===== config.mk =====
export PLATFORM = sky130hd
export DESIGN_NAME = hardware_mutex_bank_flat
export DESIGN_NICKNAME = d
export VERILOG_FILES = /design/src/hdl/hmb_pkg.sv /design/src/hdl/hmb_if.sv /design/src/hdl/hmb_ram.sv /design/src/hdl/hmb_flags.sv /design/src/hdl/hardware_mutex_bank.sv /design/src/flat_wrapper.sv
export SDC_FILE = /design/constraint.sdc
export NUM_CORES = 1
export LEC_CHECK = 0
export BUFFER_PORTS_ARGS = -buffer_cell sky130_fd_sc_hd__clkbuf_2
export CAP_MARGIN = 10
export CORE_ASPECT_RATIO = 1.25
export CORE_MARGIN = 4
export CORE_UTILIZATION = 50
export DETAILED_ROUTE_END_ITERATION = 6
export PLACE_DENSITY_LB_ADDON = 0.08
export SYNTH_ARGS = -nofsm -noshare
export SYNTH_HDL_FRONTEND = slang
export SYNTH_SLANG_ARGS = --single-unit

===== constraint.sdc =====
create_clock -name clock -period 7.45 [get_ports clock]
set_input_delay 0.745 -clock clock [delete_from_list [all_inputs] [get_ports clock]]
set_output_delay 0.745 -clock clock [all_outputs]
set_load 0.005 [all_outputs]

===== src/hdl/hmb_pkg.sv =====
// shared constants, types and helpers for the mutex bank
`default_nettype none

package hmb_pkg;

   localparam int SLOTS        = 16;
   localparam int SLOT_W       = $clog2(SLOTS);
   localparam int SLOT_FIELD_W = 4;
   localparam int TASK_W       = 8;
   localparam int HANDLE_W     = 4;

   typedef enum logic [1:0] {
      OP_CREATE  = 2'd0,
      OP_ENTER   = 2'd1,
      OP_EXIT    = 2'd2,
      OP_DESTROY = 2'd3
   } op_type;

   typedef enum logic [2:0] {
      ST_DONE    = 3'd0,
      ST_WAIT    = 3'd1,
      ST_INVALID = 3'd2,
      ST_BUSY    = 3'd3,
      ST_FULL    = 3'd4,
      ST_KILL    = 3'd5
   } status_type;

   typedef enum logic {
      MT_NORMAL = 1'b0,
      MT_STRICT = 1'b1
   } mutex_type_type;

   typedef logic [SLOT_W-1:0] slot_idx_type;

   typedef struct packed {
      logic              strict;
      logic [TASK_W-1:0] holder;
   } entry_type;

   typedef struct packed {
      logic         set;
      logic         clr;
      slot_idx_type idx;
   } flag_cmd_type;

   typedef struct packed {
      logic         free_found;
      slot_idx_type free_idx;
      logic         hit;
   } flag_stat_type;

   function automatic slot_idx_type slot_index(input logic [SLOT_FIELD_W-1:0] s);
      return SLOT_W'(s);
   endfunction

   function automatic logic slot_in_range(input logic [SLOT_FIELD_W-1:0] s);
      return 32'(s) < 32'(SLOTS);
   endfunction

endpackage

`default_nettype wire


===== src/hdl/hmb_if.sv =====
// request and response channel interfaces
`default_nettype none

interface hmb_req_if;
   logic                                 valid;
   logic                                 ready;
   hmb_pkg::op_type                      op;
   logic [hmb_pkg::SLOT_FIELD_W-1:0]     slot;
   hmb_pkg::mutex_type_type              mutex_type;
   logic [hmb_pkg::TASK_W-1:0]           task_id;

   modport source (output valid, op, slot, mutex_type, task_id, input ready);
   modport sink   (input valid, op, slot, mutex_type, task_id, output ready);
endinterface

interface hmb_rsp_if;
   logic                             valid;
   logic                             ready;
   hmb_pkg::status_type              status;
   logic [hmb_pkg::HANDLE_W-1:0]     handle;
   logic                             notify;

   modport source (output valid, status, handle, notify, input ready);
   modport sink   (input valid, status, handle, notify, output ready);
endinterface

`default_nettype wire


===== src/hdl/hmb_ram.sv =====
// simple dual port ram, registered read, write-first on address match
`default_nettype none

module hmb_ram #(
   parameter int WIDTH  = 9,
   parameter int DEPTH  = 16,
   parameter int ADDR_W = $clog2(DEPTH)
) (
   input  wire logic              clock,
   input  wire logic              wr_en,
   input  wire logic [ADDR_W-1:0] wr_addr,
   input  wire logic [WIDTH-1:0]  wr_data,
   input  wire logic              rd_en,
   input  wire logic [ADDR_W-1:0] rd_addr,
   output      logic [WIDTH-1:0]  rd_data
);

   logic [WIDTH-1:0] mem_ff [DEPTH];
   logic [WIDTH-1:0] rd_data_ff;

   always_ff @(posedge clock) begin
      if (wr_en) begin
         mem_ff[wr_addr] <= wr_data;
      end
      if (rd_en) begin
         if (wr_en && (wr_addr == rd_addr)) begin
            rd_data_ff <= wr_data;
         end else begin
            rd_data_ff <= mem_ff[rd_addr];
         end
      end
   end

   assign rd_data = rd_data_ff;

endmodule

`default_nettype wire


===== src/hdl/hmb_flags.sv =====
// slot in-use flags with lowest free slot search
`default_nettype none

module hmb_flags (
   input  wire logic                  clock,
   input  wire logic                  reset,
   input  wire hmb_pkg::flag_cmd_type cmd,
   input  wire hmb_pkg::slot_idx_type query_idx,
   output      hmb_pkg::flag_stat_type stat
);

   logic [hmb_pkg::SLOTS-1:0] in_use_ff;
   logic [hmb_pkg::SLOTS-1:0] in_use_in;

   always_comb begin
      in_use_in = in_use_ff;
      if (cmd.set) begin
         in_use_in[cmd.idx] = 1'b1;
      end
      if (cmd.clr) begin
         in_use_in[cmd.idx] = 1'b0;
      end
   end

   always_ff @(posedge clock) begin
      if (reset) begin
         in_use_ff <= '0;
      end else begin
         in_use_ff <= in_use_in;
      end
   end

   always_comb begin
      stat.free_found = 1'b0;
      stat.free_idx   = '0;
      for (int i = hmb_pkg::SLOTS - 1; i >= 0; i--) begin
         if (!in_use_ff[i]) begin
            stat.free_found = 1'b1;
            stat.free_idx   = hmb_pkg::SLOT_W'(i);
         end
      end
      stat.hit = in_use_ff[query_idx];
   end

   chk_set_clr_exclusive: assert property (@(posedge clock) disable iff (reset)
      !(cmd.set && cmd.clr))
      else $error("flag set and clear in the same cycle");

   chk_set_was_free: assert property (@(posedge clock) disable iff (reset)
      cmd.set |-> !in_use_ff[cmd.idx])
      else $error("slot allocated while already in use");

   chk_set_lands: assert property (@(posedge clock) disable iff (reset)
      cmd.set |=> in_use_ff[$past(cmd.idx)])
      else $error("allocated slot not marked in use");

endmodule

`default_nettype wire


===== src/hdl/hardware_mutex_bank.sv =====
// top level of the mutex bank: request pipeline, slot table and response register
//
//  channel   dir  handshake     payload
//  req_ch    in   valid/ready   op, slot, mutex_type, task_id
//  rsp_ch    out  valid/ready   status, handle, notify
//
// one item per cycle unless rsp_ch stalls; rsp_ch.valid is from the response register
// type and holder sit in a registered ram read at accept, written back on advance;
// a write-first bypass in the ram covers back to back items on the same slot
// in-use flags are flip-flops cleared by reset; no clearing pass
// a stalled response holds the pipeline stage, which then holds req_ch.ready low
`default_nettype none

module hardware_mutex_bank (
   input wire logic   clock,
   input wire logic   reset,
   hmb_req_if.sink    req_ch,
   hmb_rsp_if.source  rsp_ch
);

   logic                            s1_valid_ff;
   hmb_pkg::op_type                 s1_op_ff;
   hmb_pkg::slot_idx_type           s1_idx_ff;
   logic                            s1_range_ff;
   hmb_pkg::mutex_type_type         s1_typ_ff;
   logic [hmb_pkg::TASK_W-1:0]      s1_tid_ff;

   logic                            out_valid_ff;
   hmb_pkg::status_type             out_status_ff;
   logic [hmb_pkg::HANDLE_W-1:0]    out_handle_ff;
   logic                            out_notify_ff;

   hmb_pkg::status_type             status_in;
   logic [hmb_pkg::HANDLE_W-1:0]    handle_in;
   logic                            notify_in;

   logic                            req_acc;
   logic                            s1_adv;
   logic                            wr_want;
   hmb_pkg::slot_idx_type           wr_addr;
   hmb_pkg::entry_type              wr_entry;
   hmb_pkg::entry_type              rd_entry;
   logic [$bits(hmb_pkg::entry_type)-1:0] rd_raw;
   hmb_pkg::flag_cmd_type           flag_cmd;
   hmb_pkg::flag_stat_type          flag_stat;
   logic                            flag_set;
   logic                            flag_clr;

   assign s1_adv       = s1_valid_ff && (!out_valid_ff || rsp_ch.ready);
   assign req_ch.ready = !s1_valid_ff || s1_adv;
   assign req_acc      = req_ch.valid && req_ch.ready;

   hmb_ram #(
      .WIDTH ($bits(hmb_pkg::entry_type)),
      .DEPTH (hmb_pkg::SLOTS)
   ) u_table (
      .clock   (clock),
      .wr_en   (wr_want && s1_adv),
      .wr_addr (wr_addr),
      .wr_data (wr_entry),
      .rd_en   (req_acc),
      .rd_addr (hmb_pkg::slot_index(req_ch.slot)),
      .rd_data (rd_raw)
   );

   assign rd_entry = hmb_pkg::entry_type'(rd_raw);

   hmb_flags u_flags (
      .clock     (clock),
      .reset     (reset),
      .cmd       (flag_cmd),
      .query_idx (s1_idx_ff),
      .stat      (flag_stat)
   );

   always_comb begin
      status_in = hmb_pkg::ST_DONE;
      handle_in = '0;
      notify_in = 1'b0;
      wr_want   = 1'b0;
      wr_addr   = s1_idx_ff;
      wr_entry  = rd_entry;
      flag_set  = 1'b0;
      flag_clr  = 1'b0;
      if (s1_op_ff == hmb_pkg::OP_CREATE) begin
         if (flag_stat.free_found) begin
            flag_set        = 1'b1;
            wr_want         = 1'b1;
            wr_addr         = flag_stat.free_idx;
            wr_entry.strict = s1_typ_ff;
            wr_entry.holder = '0;
            handle_in       = hmb_pkg::HANDLE_W'(flag_stat.free_idx);
         end else begin
            status_in = hmb_pkg::ST_FULL;
         end
      end else if (!(s1_range_ff && flag_stat.hit)) begin
         status_in = hmb_pkg::ST_INVALID;
      end else begin
         unique case (s1_op_ff)
            hmb_pkg::OP_ENTER: begin
               if (rd_entry.holder == '0) begin
                  wr_want         = 1'b1;
                  wr_entry.holder = rd_entry.strict ? s1_tid_ff
                                                    : hmb_pkg::TASK_W'(1);
               end else if (!(rd_entry.strict && rd_entry.holder == s1_tid_ff)) begin
                  status_in = hmb_pkg::ST_WAIT;
               end
            end
            hmb_pkg::OP_EXIT: begin
               if (rd_entry.strict && rd_entry.holder != s1_tid_ff) begin
                  status_in = hmb_pkg::ST_KILL;
               end else begin
                  wr_want         = 1'b1;
                  wr_entry.holder = '0;
                  notify_in       = 1'b1;
               end
            end
            hmb_pkg::OP_DESTROY: begin
               if (rd_entry.holder != '0) begin
                  status_in = hmb_pkg::ST_BUSY;
               end else begin
                  flag_clr = 1'b1;
               end
            end
            default: begin
               status_in = hmb_pkg::ST_INVALID;
            end
         endcase
      end
   end

   always_comb begin
      flag_cmd.set = flag_set && s1_adv;
      flag_cmd.clr = flag_clr && s1_adv;
      flag_cmd.idx = wr_addr;
   end

   always_ff @(posedge clock) begin
      if (reset) begin
         s1_valid_ff <= 1'b0;
      end else if (req_acc) begin
         s1_valid_ff <= 1'b1;
      end else if (s1_adv) begin
         s1_valid_ff <= 1'b0;
      end
      if (req_acc) begin
         s1_op_ff    <= req_ch.op;
         s1_idx_ff   <= hmb_pkg::slot_index(req_ch.slot);
         s1_range_ff <= hmb_pkg::slot_in_range(req_ch.slot);
         s1_typ_ff   <= req_ch.mutex_type;
         s1_tid_ff   <= req_ch.task_id;
      end
   end

   always_ff @(posedge clock) begin
      if (reset) begin
         out_valid_ff <= 1'b0;
      end else if (s1_adv) begin
         out_valid_ff <= 1'b1;
      end else if (rsp_ch.ready) begin
         out_valid_ff <= 1'b0;
      end
      if (s1_adv) begin
         out_status_ff <= status_in;
         out_handle_ff <= handle_in;
         out_notify_ff <= notify_in;
      end
   end

   assign rsp_ch.valid  = out_valid_ff;
   assign rsp_ch.status = out_status_ff;
   assign rsp_ch.handle = out_handle_ff;
   assign rsp_ch.notify = out_notify_ff;

   chk_accept_room: assert property (@(posedge clock) disable iff (reset)
      req_acc |-> (!s1_valid_ff || s1_adv))
      else $error("item accepted while pipeline stage is blocked");

   chk_adv_fills_out: assert property (@(posedge clock) disable iff (reset)
      s1_adv |=> out_valid_ff)
      else $error("advanced item did not reach the response register");

   chk_notify_done: assert property (@(posedge clock) disable iff (reset)
      out_valid_ff && out_notify_ff |-> out_status_ff == hmb_pkg::ST_DONE)
      else $error("notify raised on a failed item");

   chk_handle_done: assert property (@(posedge clock) disable iff (reset)
      out_valid_ff && out_handle_ff != '0 |-> out_status_ff == hmb_pkg::ST_DONE)
      else $error("handle returned on a failed item");

endmodule

`default_nettype wire

===== src/flat_wrapper.sv =====
// flat-port wrapper written by rule: the top's interface ports become plain ports
module hardware_mutex_bank_flat 
  (clock, reset, req_ch_valid, req_ch_op, req_ch_slot, req_ch_mutex_type, req_ch_task_id, req_ch_ready, rsp_ch_valid, rsp_ch_status, rsp_ch_handle, rsp_ch_notify, rsp_ch_ready);
  hmb_req_if req_ch_i ();
  hmb_rsp_if rsp_ch_i ();
  input wire logic clock;
  input wire logic reset;
  input wire logic [$bits(req_ch_i.valid)-1:0] req_ch_valid;
  input wire logic [$bits(req_ch_i.op)-1:0] req_ch_op;
  input wire logic [$bits(req_ch_i.slot)-1:0] req_ch_slot;
  input wire logic [$bits(req_ch_i.mutex_type)-1:0] req_ch_mutex_type;
  input wire logic [$bits(req_ch_i.task_id)-1:0] req_ch_task_id;
  output wire logic [$bits(req_ch_i.ready)-1:0] req_ch_ready;
  output wire logic [$bits(rsp_ch_i.valid)-1:0] rsp_ch_valid;
  output wire logic [$bits(rsp_ch_i.status)-1:0] rsp_ch_status;
  output wire logic [$bits(rsp_ch_i.handle)-1:0] rsp_ch_handle;
  output wire logic [$bits(rsp_ch_i.notify)-1:0] rsp_ch_notify;
  input wire logic [$bits(rsp_ch_i.ready)-1:0] rsp_ch_ready;
  assign req_ch_i.valid = req_ch_valid;
  assign req_ch_i.op = req_ch_op;
  assign req_ch_i.slot = req_ch_slot;
  assign req_ch_i.mutex_type = req_ch_mutex_type;
  assign req_ch_i.task_id = req_ch_task_id;
  assign req_ch_ready = req_ch_i.ready;
  assign rsp_ch_valid = rsp_ch_i.valid;
  assign rsp_ch_status = rsp_ch_i.status;
  assign rsp_ch_handle = rsp_ch_i.handle;
  assign rsp_ch_notify = rsp_ch_i.notify;
  assign rsp_ch_i.ready = rsp_ch_ready;
  hardware_mutex_bank u_core (.clock(clock), .reset(reset), .req_ch(req_ch_i), .rsp_ch(rsp_ch_i));
endmodule

==> results.rst, run 1 <==
.. list-table::
   :header-rows: 1

   * - Metric
     - Value
   * - Cells after Synth
     - approximately 490
   * - Worst r2r dst
     - u_core.u_table.rd_data[1]
   * - Largest net degree at the start of global routing
     - slightly above 40
   * - Power consumption
     - around 0.0023 W
   * - Die H
     - 152 µm
   * - Routability-driven placement congestion ratio
     - approximately 0.94
   * - Depth of the worst hold-timing path
     - 1
   * - List of most frequent post-synthesis cells
     - edfxtp_1 (176), mux4_2 (49), nand2_1 (32)
   * - Fill cell total of the finished layout
     - 1268
   * - Effective utilization at floorplan
     - slightly above 50%
   * - Total area of multi-input combinational cells
     - roughly 2600 µm²
   * - Number of endpoints failing setup at the final stage
     - 0
   * - Minimum clock period after layout
     - between 3 and 4 ns
   * - Worst Setup End Kind
     - flop
   * - Max_slew headroom
     - about 15%
   * - Register-to-register setup slack
     - around 3.8 ns
   * - First-pass GRT wire length
     - roughly 29 mm
   * - Total global routing overflow
     - 0
   * - Utilization after layout
     - around 58%
   * - TritonCTS clock tree
     - done
   * - Arrival time at the worst endpoint
     - 3.91 ns
   * - Total via count after detailed routing
     - 4693
   * - Number of flip-flops and latches in the synthesized netlist
     - 194
   * - Post-synthesis instance area
     - a little over 8000 µm²
   * - Maxcap violations
     - 0
   * - Chip Width
     - about 120 µm
   * - Beginning of the worst register-to-register path
     - u_core.s1_idx_ff[2]
   * - Fin area
     - 9350 µm²
   * - Largest cells by area after synthesis
     - edfxtp_1 (64%), mux4_2 (13%), dfxtp_1 (4.3%)
   * - Setup repair after global routing missed its margin
     - no
   * - Maximum vdd drop
     - around 0.00016 V
   * - WL per Instance
     - roughly 24 µm
   * - Number of antenna diodes
     - 0
   * - Hold Startpoint
     - req_ch_op[1]
   * - Worst Reg2Reg Path Length in Cells
     - 7
   * - Final-layout worst hold slack
     - between 0.4 and 0.5 ns
   * - Power density relative to cell area
     - 247 nW/µm²
   * - Min-Delay Endpoint
     - u_core.s1_op_ff[1]
   * - Sink count of the clock tree
     - roughly 190
   * - Top FF cell, synth
     - edfxtp_1
   * - Via count of the first global-routing pass
     - ~4800
   * - Fraction of final layout cells sized beyond drive strength 1
     - a little over a quarter
   * - Worst EP required
     - around 7.7 ns
   * - Leakage power summed over all cells
     - between 3 and 4 nW
   * - Run status
     - complete, no violations
   * - Row Count
     - 52
   * - Placed cell areas
     - approximately 8700 µm²
   * - Count of H-tree levels built during CTS
     - 4
   * - Count of boundary I/O pins
     - 29
   * - Detailed Route Iter0 Violations
     - about 480
   * - CORE AREA
     - between 15000 and 20000 µm²
   * - EDFF count, synth
     - approximately 180
   * - Clk pin slew, worst setup/hold paths
     - roughly 0.080 ns
   * - Setup total negative slack
     - 0 ns
   * - Highest achievable clock rate
     - between 200 and 300 MHz
   * - Top cell type's share of synthesized area
     - between 60% and 70%
   * - Hold Buf Count CTS
     - 0
   * - Drt drc
     - 0
   * - Crit Path Class
     - reg -> reg
   * - Top cell type by total area after synthesis
     - edfxtp_1
   * - Hold Path Class
     - in -> reg
   * - Insertion delay to the later sink of the worst-skew pair
     - approximately 0.44 ns
   * - Startpoint types
     - flop
   * - Post-Route WL
     - 18.5 mm
   * - Final Hold Vio Count
     - 0
   * - Gr usage total
     - between 20% and 30%
   * - Port bufs
     - 28
   * - Number of buffers inserted during clock tree synthesis
     - 17
   * - Antenna violations before repair
     - 0
   * - Slew at the pin closest to its max-slew limit
     - 1.28 ns
   * - Library cell with the highest instance count after synthesis
     - edfxtp_1
   * - Nets
     - 559
   * - DIE AREA
     - 18700 µm²
   * - Resized cells post-CTS
     - 0
   * - Detailed placer's ending HPWL
     - between 10 and 15 mm
   * - Average size of a mapped cell
     - ~17 µm²
   * - Worst clock skew
     - 0.0134 ns
   * - Syn Nets
     - slightly above 500
   * - Layout Area Growth over Synthesis
     - 12.8%
   * - Clock Path Buffers
     - 2
   * - Number of distinct library cell variants in the gate-level netlist after synthesis
     - 56
   * - Seq/Total Area, Yosys
     - about two thirds
   * - Number of search-and-repair iterations in the first detailed-routing pass
     - 5
   * - Count of warnings emitted by yosys
     - 0
   * - Sequential cell area
     - roughly 5600 µm²
   * - Fin. max-slew vios
     - 0
   * - Buffer count from post-CTS setup fixing
     - 0
   * - Post-detailed-route count of antenna-violating nets
     - 0
   * - Clk root buf
     - clkbuf_16
   * - Final worst path period share
     - between 40% and 50%
   * - Largest fanout on the critical path
     - 17
   * - Asr flop ratio synth
     - 0%
   * - Routed via count divided by cell count
     - 6.13
through the flow:
stage | setup WS [ns] | instances
global placement | 3.66 | 732
CTS | 3.84 | 765
floorplan | 4.45 | 493
finish | 3.83 | 765
global route | 3.65 | 765
detailed placement | 3.88 | 733
layout make-up:
cell class,instances,share of cell area [%]
repair buffers,42,2.59
flip-flops and latches,194,60.4
clock buffers,19,4.63
clock inverters,13,1.85
well taps,216,2.89
inverters,8,0.321
multi-input cells,273,27.4
critical path, stage by stage, from the launching register on:
cell and delay [ns]:
edfxtp_1 0.54, mux4_1 0.59, mux4_2 0.58, nand3_1 0.17
nor3_1 0.08, or2_2 0.32, nor2_1 0.88, mux2_2 0.32
layer usage:
metal	GRT usage (%)	routed length [µm]
met1	27.0	7380
met2	35.6	9940
met3	4.35	793
met4	6.65	401
met5	0	0
flip-flops by register name, indices dropped and copies added (netlist names):
name and flops:
u_core.rsp_ch.notify 1, u_core.rsp_ch.valid 1, u_core.rsp_ch.handle 4, u_core.u_table.mem_ff 144, u_core.u_flags.in_use_ff 16, u_core.s1_op_ff 2
u_core.s1_idx_ff 4, u_core.s1_valid_ff 1, u_core.u_table.rd_data 9, u_core.s1_tid_ff 8, u_core.rsp_ch.status 3, u_core.s1_typ_ff 1
cells by family after synthesis:
| logic type | share of synthesized area [%] |
|---|---|
| compound gates | 5.92 |
| xor+xnor | 1.06 |
| fa+ha+maj | 0.604 |
| buf+inv | 1.40 |
| flops | 68.1 |
| mux | 15.0 |
| simple gates | 7.95 |
how the worst max path moves through the flow:
stage,slack (ns),from,endpoint,depth (start not counted)
6_report,3.83,u_core.s1_idx_ff[2],u_core.u_table.rd_data[1],7
3_5_place_dp,3.88,u_core.s1_idx_ff[2],u_core.u_table.rd_data[5],7
3_3_place_gp,3.66,u_core.u_flags.in_use_ff[8],u_core.u_table.mem_ff[2][0],6
5_1_grt,3.65,u_core.s1_idx_ff[2],u_core.u_table.rd_data[6],7
2_1_floorplan,4.45,req_ch_slot[0],u_core.u_table.rd_data[0],5
4_1_cts,3.84,u_core.s1_idx_ff[2],u_core.u_table.rd_data[6],7
power by group:
group          switching [W]  internal [W]  total, W
clock network       0.000405      0.000535  0.000940
logic              0.0000890     0.0000534  0.000142
registers          0.0000117       0.00121   0.00122
total               0.000506       0.00180   0.00231
placed cells by master (no fill, tap or decap), drive strengths merged, types with 3 or more instances in the layout:
cell type / synthesis / layout
inv: 8 / 13
clkbuf: 10 / 47
o21ai: 5 / 5
or2: 4 / 4
a21o: 3 / 3
a31oi: 3 / 3
bufinv: 0 / 3
edfxtp: 176 / 176
a211oi: 12 / 12
nor2: 28 / 28
a21oi: 27 / 27
nor3: 26 / 26
nor2b: 4 / 4
nor4: 5 / 5
mux4: 50 / 50
buf: 8 / 14
ha: 4 / 4
nand2: 32 / 32
dfxtp: 18 / 18
nand2b: 3 / 3
and2: 5 / 5
o31ai: 3 / 3
mux2: 9 / 9
clkinv: 0 / 3
nand4: 7 / 7
nand3: 10 / 10
xor2: 9 / 9
(Power assumes the default switching activity.)
==> run 2: changes to the inputs <==
--- a/config.mk
+++ b/config.mk
@@ -5,6 +5,7 @@
 export SDC_FILE = /design/constraint.sdc
 export NUM_CORES = 1
 export LEC_CHECK = 0
+export ABC_AREA = 1
 export BUFFER_PORTS_ARGS = -buffer_cell sky130_fd_sc_hd__clkbuf_2
 export CAP_MARGIN = 10
 export CORE_ASPECT_RATIO = 1.25
==> constraint.sdc (replaced) <==
create_clock -name clock -period 2.97 [get_ports clock]
set_input_delay 0.297 -clock clock [delete_from_list [all_inputs] [get_ports clock]]
set_output_delay 0.297 -clock clock [all_outputs]
set_load 0.005 [all_outputs]
==> run 2 against run 1 <==
Largest cell class unchanged. Clock power grew to 2.6 times the previous value. Worst hold slack lost 0.44 ns. Worst setup slack got worse by 3.6 ns. Clock-buffer cell count fell by 2. Via count increased by 40%. Critical endpoint is now u_core.u_table.mem_ff[14][3]. Non-clock buffer count rose by 32. Total power increased to 2.6 times the previous value.
==> results.rst, run 2 <==
.. list-table::
   :header-rows: 1

   * - Metric
     - Value
   * - Fin area
     - 10000 µm² (was 9350 µm²)
   * - Number of antenna diodes
     - 0 (unchanged)
   * - Fill cell total of the finished layout
     - 1420 (was 1268)
   * - Fraction of final layout cells sized beyond drive strength 1
     - 15.0% (was 27.3%)
   * - Worst Setup End Kind
     - flop (unchanged)
   * - Library cell with the highest instance count after synthesis
     - edfxtp_1 (unchanged)
   * - Final worst path period share
     - 93.7% (was 48.6%)
   * - Die H
     - 155 µm (was 152 µm)
   * - Seq/Total Area, Yosys
     - 65.1% (was 68.1%)
   * - Worst EP required
     - 3.10 ns (was 7.74 ns)
   * - Total via count after detailed routing
     - 6569 (was 4693)
   * - Port bufs
     - 28 (unchanged)
   * - Number of flip-flops and latches in the synthesized netlist
     - 194 (unchanged)
   * - List of most frequent post-synthesis cells
     - edfxtp_1 (176), nor2_1 (145), o21ai_0 (118) (was edfxtp_1 (176), mux4_2 (49), nand2_1 (32))
   * - Highest achievable clock rate
     - 359 MHz (was 276 MHz)
   * - Effective utilization at floorplan
     - 51.3% (was 51.0%)
   * - Most common cell after layout, fill and taps aside
     - edfxtp_1 (unchanged)
   * - Largest Register
     - u_core.u_table.mem_ff (unchanged)
   * - Count of warnings emitted by yosys
     - 0 (unchanged)
   * - Power density relative to cell area
     - 607 nW/µm² (was 247 nW/µm²)
   * - Layout Area Growth over Synthesis
     - 15.4% (was 12.8%)
   * - Run status
     - complete, no violations (unchanged)
   * - Final Hold Vio Count
     - 0 (unchanged)
   * - Asr flop ratio synth
     - 0% (unchanged)
   * - Via count of the first global-routing pass
     - 6266 (was 4805)
   * - Post-route worst setup slack
     - 0.188 ns (was 3.83 ns)
   * - Max_slew headroom
     - 50.6% (was 14.9%)
   * - Post-synthesis instance area
     - 8670 µm² (was 8290 µm²)
   * - Gr usage total
     - 23.6% (was 21.0%)
   * - Nets
     - 905 (was 559)
   * - Number of endpoints failing setup at the final stage
     - 0 (unchanged)
   * - Routability-driven placement congestion ratio
     - 0.935 (was 0.936)
   * - Cell repeated most along the worst path
     - inv_1
   * - Setup total negative slack
     - 0 ns (unchanged)
   * - Buffer count from post-CTS setup fixing
     - 0 (unchanged)
   * - Top FF cell, synth
     - edfxtp_1 (unchanged)
   * - Drt drc
     - 0 (unchanged)
   * - CORE AREA
     - 16900 µm² (was 16300 µm²)
   * - Chip Width
     - 126 µm (was 123 µm)
   * - WL per Instance
     - 20.5 µm (was 24.2 µm)
   * - Clk root buf
     - clkbuf_16 (unchanged)
   * - Minimum clock period after layout
     - 2.78 ns (was 3.62 ns)
   * - Slew at the pin closest to its max-slew limit
     - 0.741 ns (was 1.28 ns)
   * - Setup repair after global routing missed its margin
     - no (unchanged)
   * - Count of H-tree levels built during CTS
     - 4 (unchanged)
   * - Clk pin slew, worst setup/hold paths
     - 0.07 ns (was 0.08 ns)
   * - Maxcap violations
     - 0 (unchanged)
   * - Average size of a mapped cell
     - 10.5 µm² (was 16.8 µm²)
   * - Setup Slack @ Placement
     - 0.0883 ns (was 3.88 ns)
   * - Arrival time at the worst endpoint
     - 2.91 ns (was 3.91 ns)
   * - TritonCTS clock tree
     - done (unchanged)
   * - First-pass GRT wire length
     - 35.2 mm (was 28.8 mm)
   * - Largest fanout on the critical path
     - 9 (was 17)
   * - Most frequent cells in the layout
     - edfxtp_1 (176), nor2_1 (145), o21ai_0 (115) (was edfxtp_1 (176), mux4_2 (49), nand2_1 (32))
   * - Syn Nets
     - 847 (was 516)
   * - Antenna violations before repair
     - 0 (unchanged)
   * - Top cell type's share of synthesized area
     - 61.0% (was 63.7%)
   * - Number of search-and-repair iterations in the first detailed-routing pass
     - 5 (unchanged)
   * - Post-Route WL
     - 22.9 mm (was 18.5 mm)
   * - Detailed placer's ending HPWL
     - 15.3 mm (was 12.4 mm)
   * - Ordered cell list for the critical path
     - inv_1 > ha_2 > nand2_2 > inv_2 > nand3_1 > o21ai_4 > nand2_1 > inv_1 > nand4_1 > nor2_1 > buf_4 (was mux4_1 > mux4_2 > nand3_1 > nor3_1 > or2_2 > nor2_1 > mux2_2)
   * - Startpoint types
     - flop (unchanged)
   * - Number of buffers inserted during clock tree synthesis
     - 17 (unchanged)
   * - Row Count
     - 53 (was 52)
   * - Total global routing overflow
     - 0 (unchanged)
   * - Sink count of the clock tree
     - 194 (unchanged)
   * - Maximum vdd drop
     - 0.000419 V (was 0.000155 V)
   * - EDFF count, synth
     - 176 (unchanged)
   * - DIE AREA
     - 19500 µm² (was 18700 µm²)
   * - Post-placement cell count
     - 1083 (was 733)
   * - Largest register FFs
     - 144 (unchanged)
   * - Crit Path Class
     - reg -> reg (unchanged)
   * - Post-detailed-route count of antenna-violating nets
     - 0 (unchanged)
   * - Top cell type by total area after synthesis
     - edfxtp_1 (unchanged)
   * - Largest cells by area after synthesis
     - edfxtp_1 (61%), o21ai_0 (6.8%), nor2_1 (6.3%) (was edfxtp_1 (64%), mux4_2 (13%), dfxtp_1 (4.3%))
   * - Leakage power summed over all cells
     - 3.58 nW (was 3.03 nW)
   * - Critical-path top delay cell
     - edfxtp_1 (was nor2_1)
   * - Hold Path Class
     - in -> reg (unchanged)
   * - Clock Path Buffers
     - 2 (unchanged)
   * - Detailed Route Iter0 Violations
     - 710 (was 479)
   * - Worst clock skew
     - 0.0102 ns (was 0.0134 ns)
   * - Cells after Synth
     - 824 (was 493)
   * - Hold Buf Count CTS
     - 0 (unchanged)
   * - Resized cells post-CTS
     - 0 (unchanged)
   * - Placed cell areas
     - 9340 µm² (was 8750 µm²)
   * - Maximum single-stage delay on the critical path
     - 0.43 ns (was 0.88 ns)
   * - Fin. max-slew vios
     - 0 (unchanged)
   * - Count of boundary I/O pins
     - 29 (unchanged)
   * - Number of distinct library cell variants in the gate-level netlist after synthesis
     - 34 (was 56)
   * - Routed via count divided by cell count
     - 5.89 (was 6.13)
   * - Insertion delay to the later sink of the worst-skew pair
     - 0.43 ns (was 0.44 ns)
   * - Total area of multi-input combinational cells
     - 2640 µm² (was 2560 µm²)
   * - Count of placed standard cells in the final layout, fillers left out
     - 1115 (was 765)
   * - Sequential cell area
     - 5650 µm² (unchanged)
   * - Largest net degree at the start of global routing
     - 75 (was 41)
-- run 2: area by class of cell --
class                   instances  area share [%]
clock inverters                15            2.18
multi-input cells             522            26.4
well taps                     220            2.75
flip-flops and latches        194            56.5
repair buffers                 74            5.23
clock buffers                  17            4.25
inverters                      73            2.74
-- run 2: routing by layer --
layer  track usage, %  up-vias  wire length [µm]
li1                 -     3065                 -
met1             29.6     3191              9350
met2             41.5      266             11700
met3             3.13       47              1150
met4             9.30        0               686
met5                0        -                 0
-- run 2: stage by stage --
stage                     utilization (%)  total power, W  hold slack, ns
after floorplan                         -         0.00344           0.366
after global placement               55.3         0.00366           0.475
after detailed placement             55.3         0.00367           0.476
after CTS                            59.1         0.00609          0.0244
after global routing                 59.1         0.00626          0.0289
final                                59.1         0.00607          0.0404
-- run 2: cell families (layout without fill, tap and decap cells) --
| family | Yosys count | count (layout) | share of synthesized area [%] |
|---|---|---|---|
| AND/OR/NAND/NOR | 321 | 321 | 16.1 |
| flip-flops | 194 | 194 | 65.1 |
| AO/OA/AOI/OAI | 191 | 191 | 12.8 |
| buffers and inverters | 108 | 179 | 4.75 |
| XOR/XNOR | 6 | 6 | 0.606 |
| adder cells (fa/ha/maj) | 4 | 4 | 0.577 |
-- run 2: power by group --
part	switching (W)	total (W)	internal [W]
logic	0.000376	0.000536	0.000159
clock network	0.00108	0.00245	0.00137
registers	0.0000283	0.00308	0.00305
total	0.00148	0.00607	0.00459
-- run 2: critical path: cells and delay by family (launching register included) --
kind,cells,cell delay [ns]
AOI/OAI and AO/OA,1,0.14
buffers and inverters,4,0.73
DFF,1,0.43
and+or+nand+nor,5,0.88
adders and majority gates,1,0.30
-- run 2: path summary, 6_finish.rpt --
| check | startpoint | to | slack (ns) | cells after the start |
|---|---|---|---|---|
| setup / recovery | u_core.s1_op_ff[0] | u_core.u_table.mem_ff[14][3] | 0.19 | 11 |
| hold / removal | req_ch_op[0] | u_core.s1_op_ff[0] | 0.04 | 1 |
| setup reg to reg | u_core.s1_op_ff[0] | u_core.u_table.mem_ff[14][3] | 0.19 | 11 |
| hold reg to reg | u_core.rsp_ch.valid | u_core.rsp_ch.valid | 0.50 | 2 |
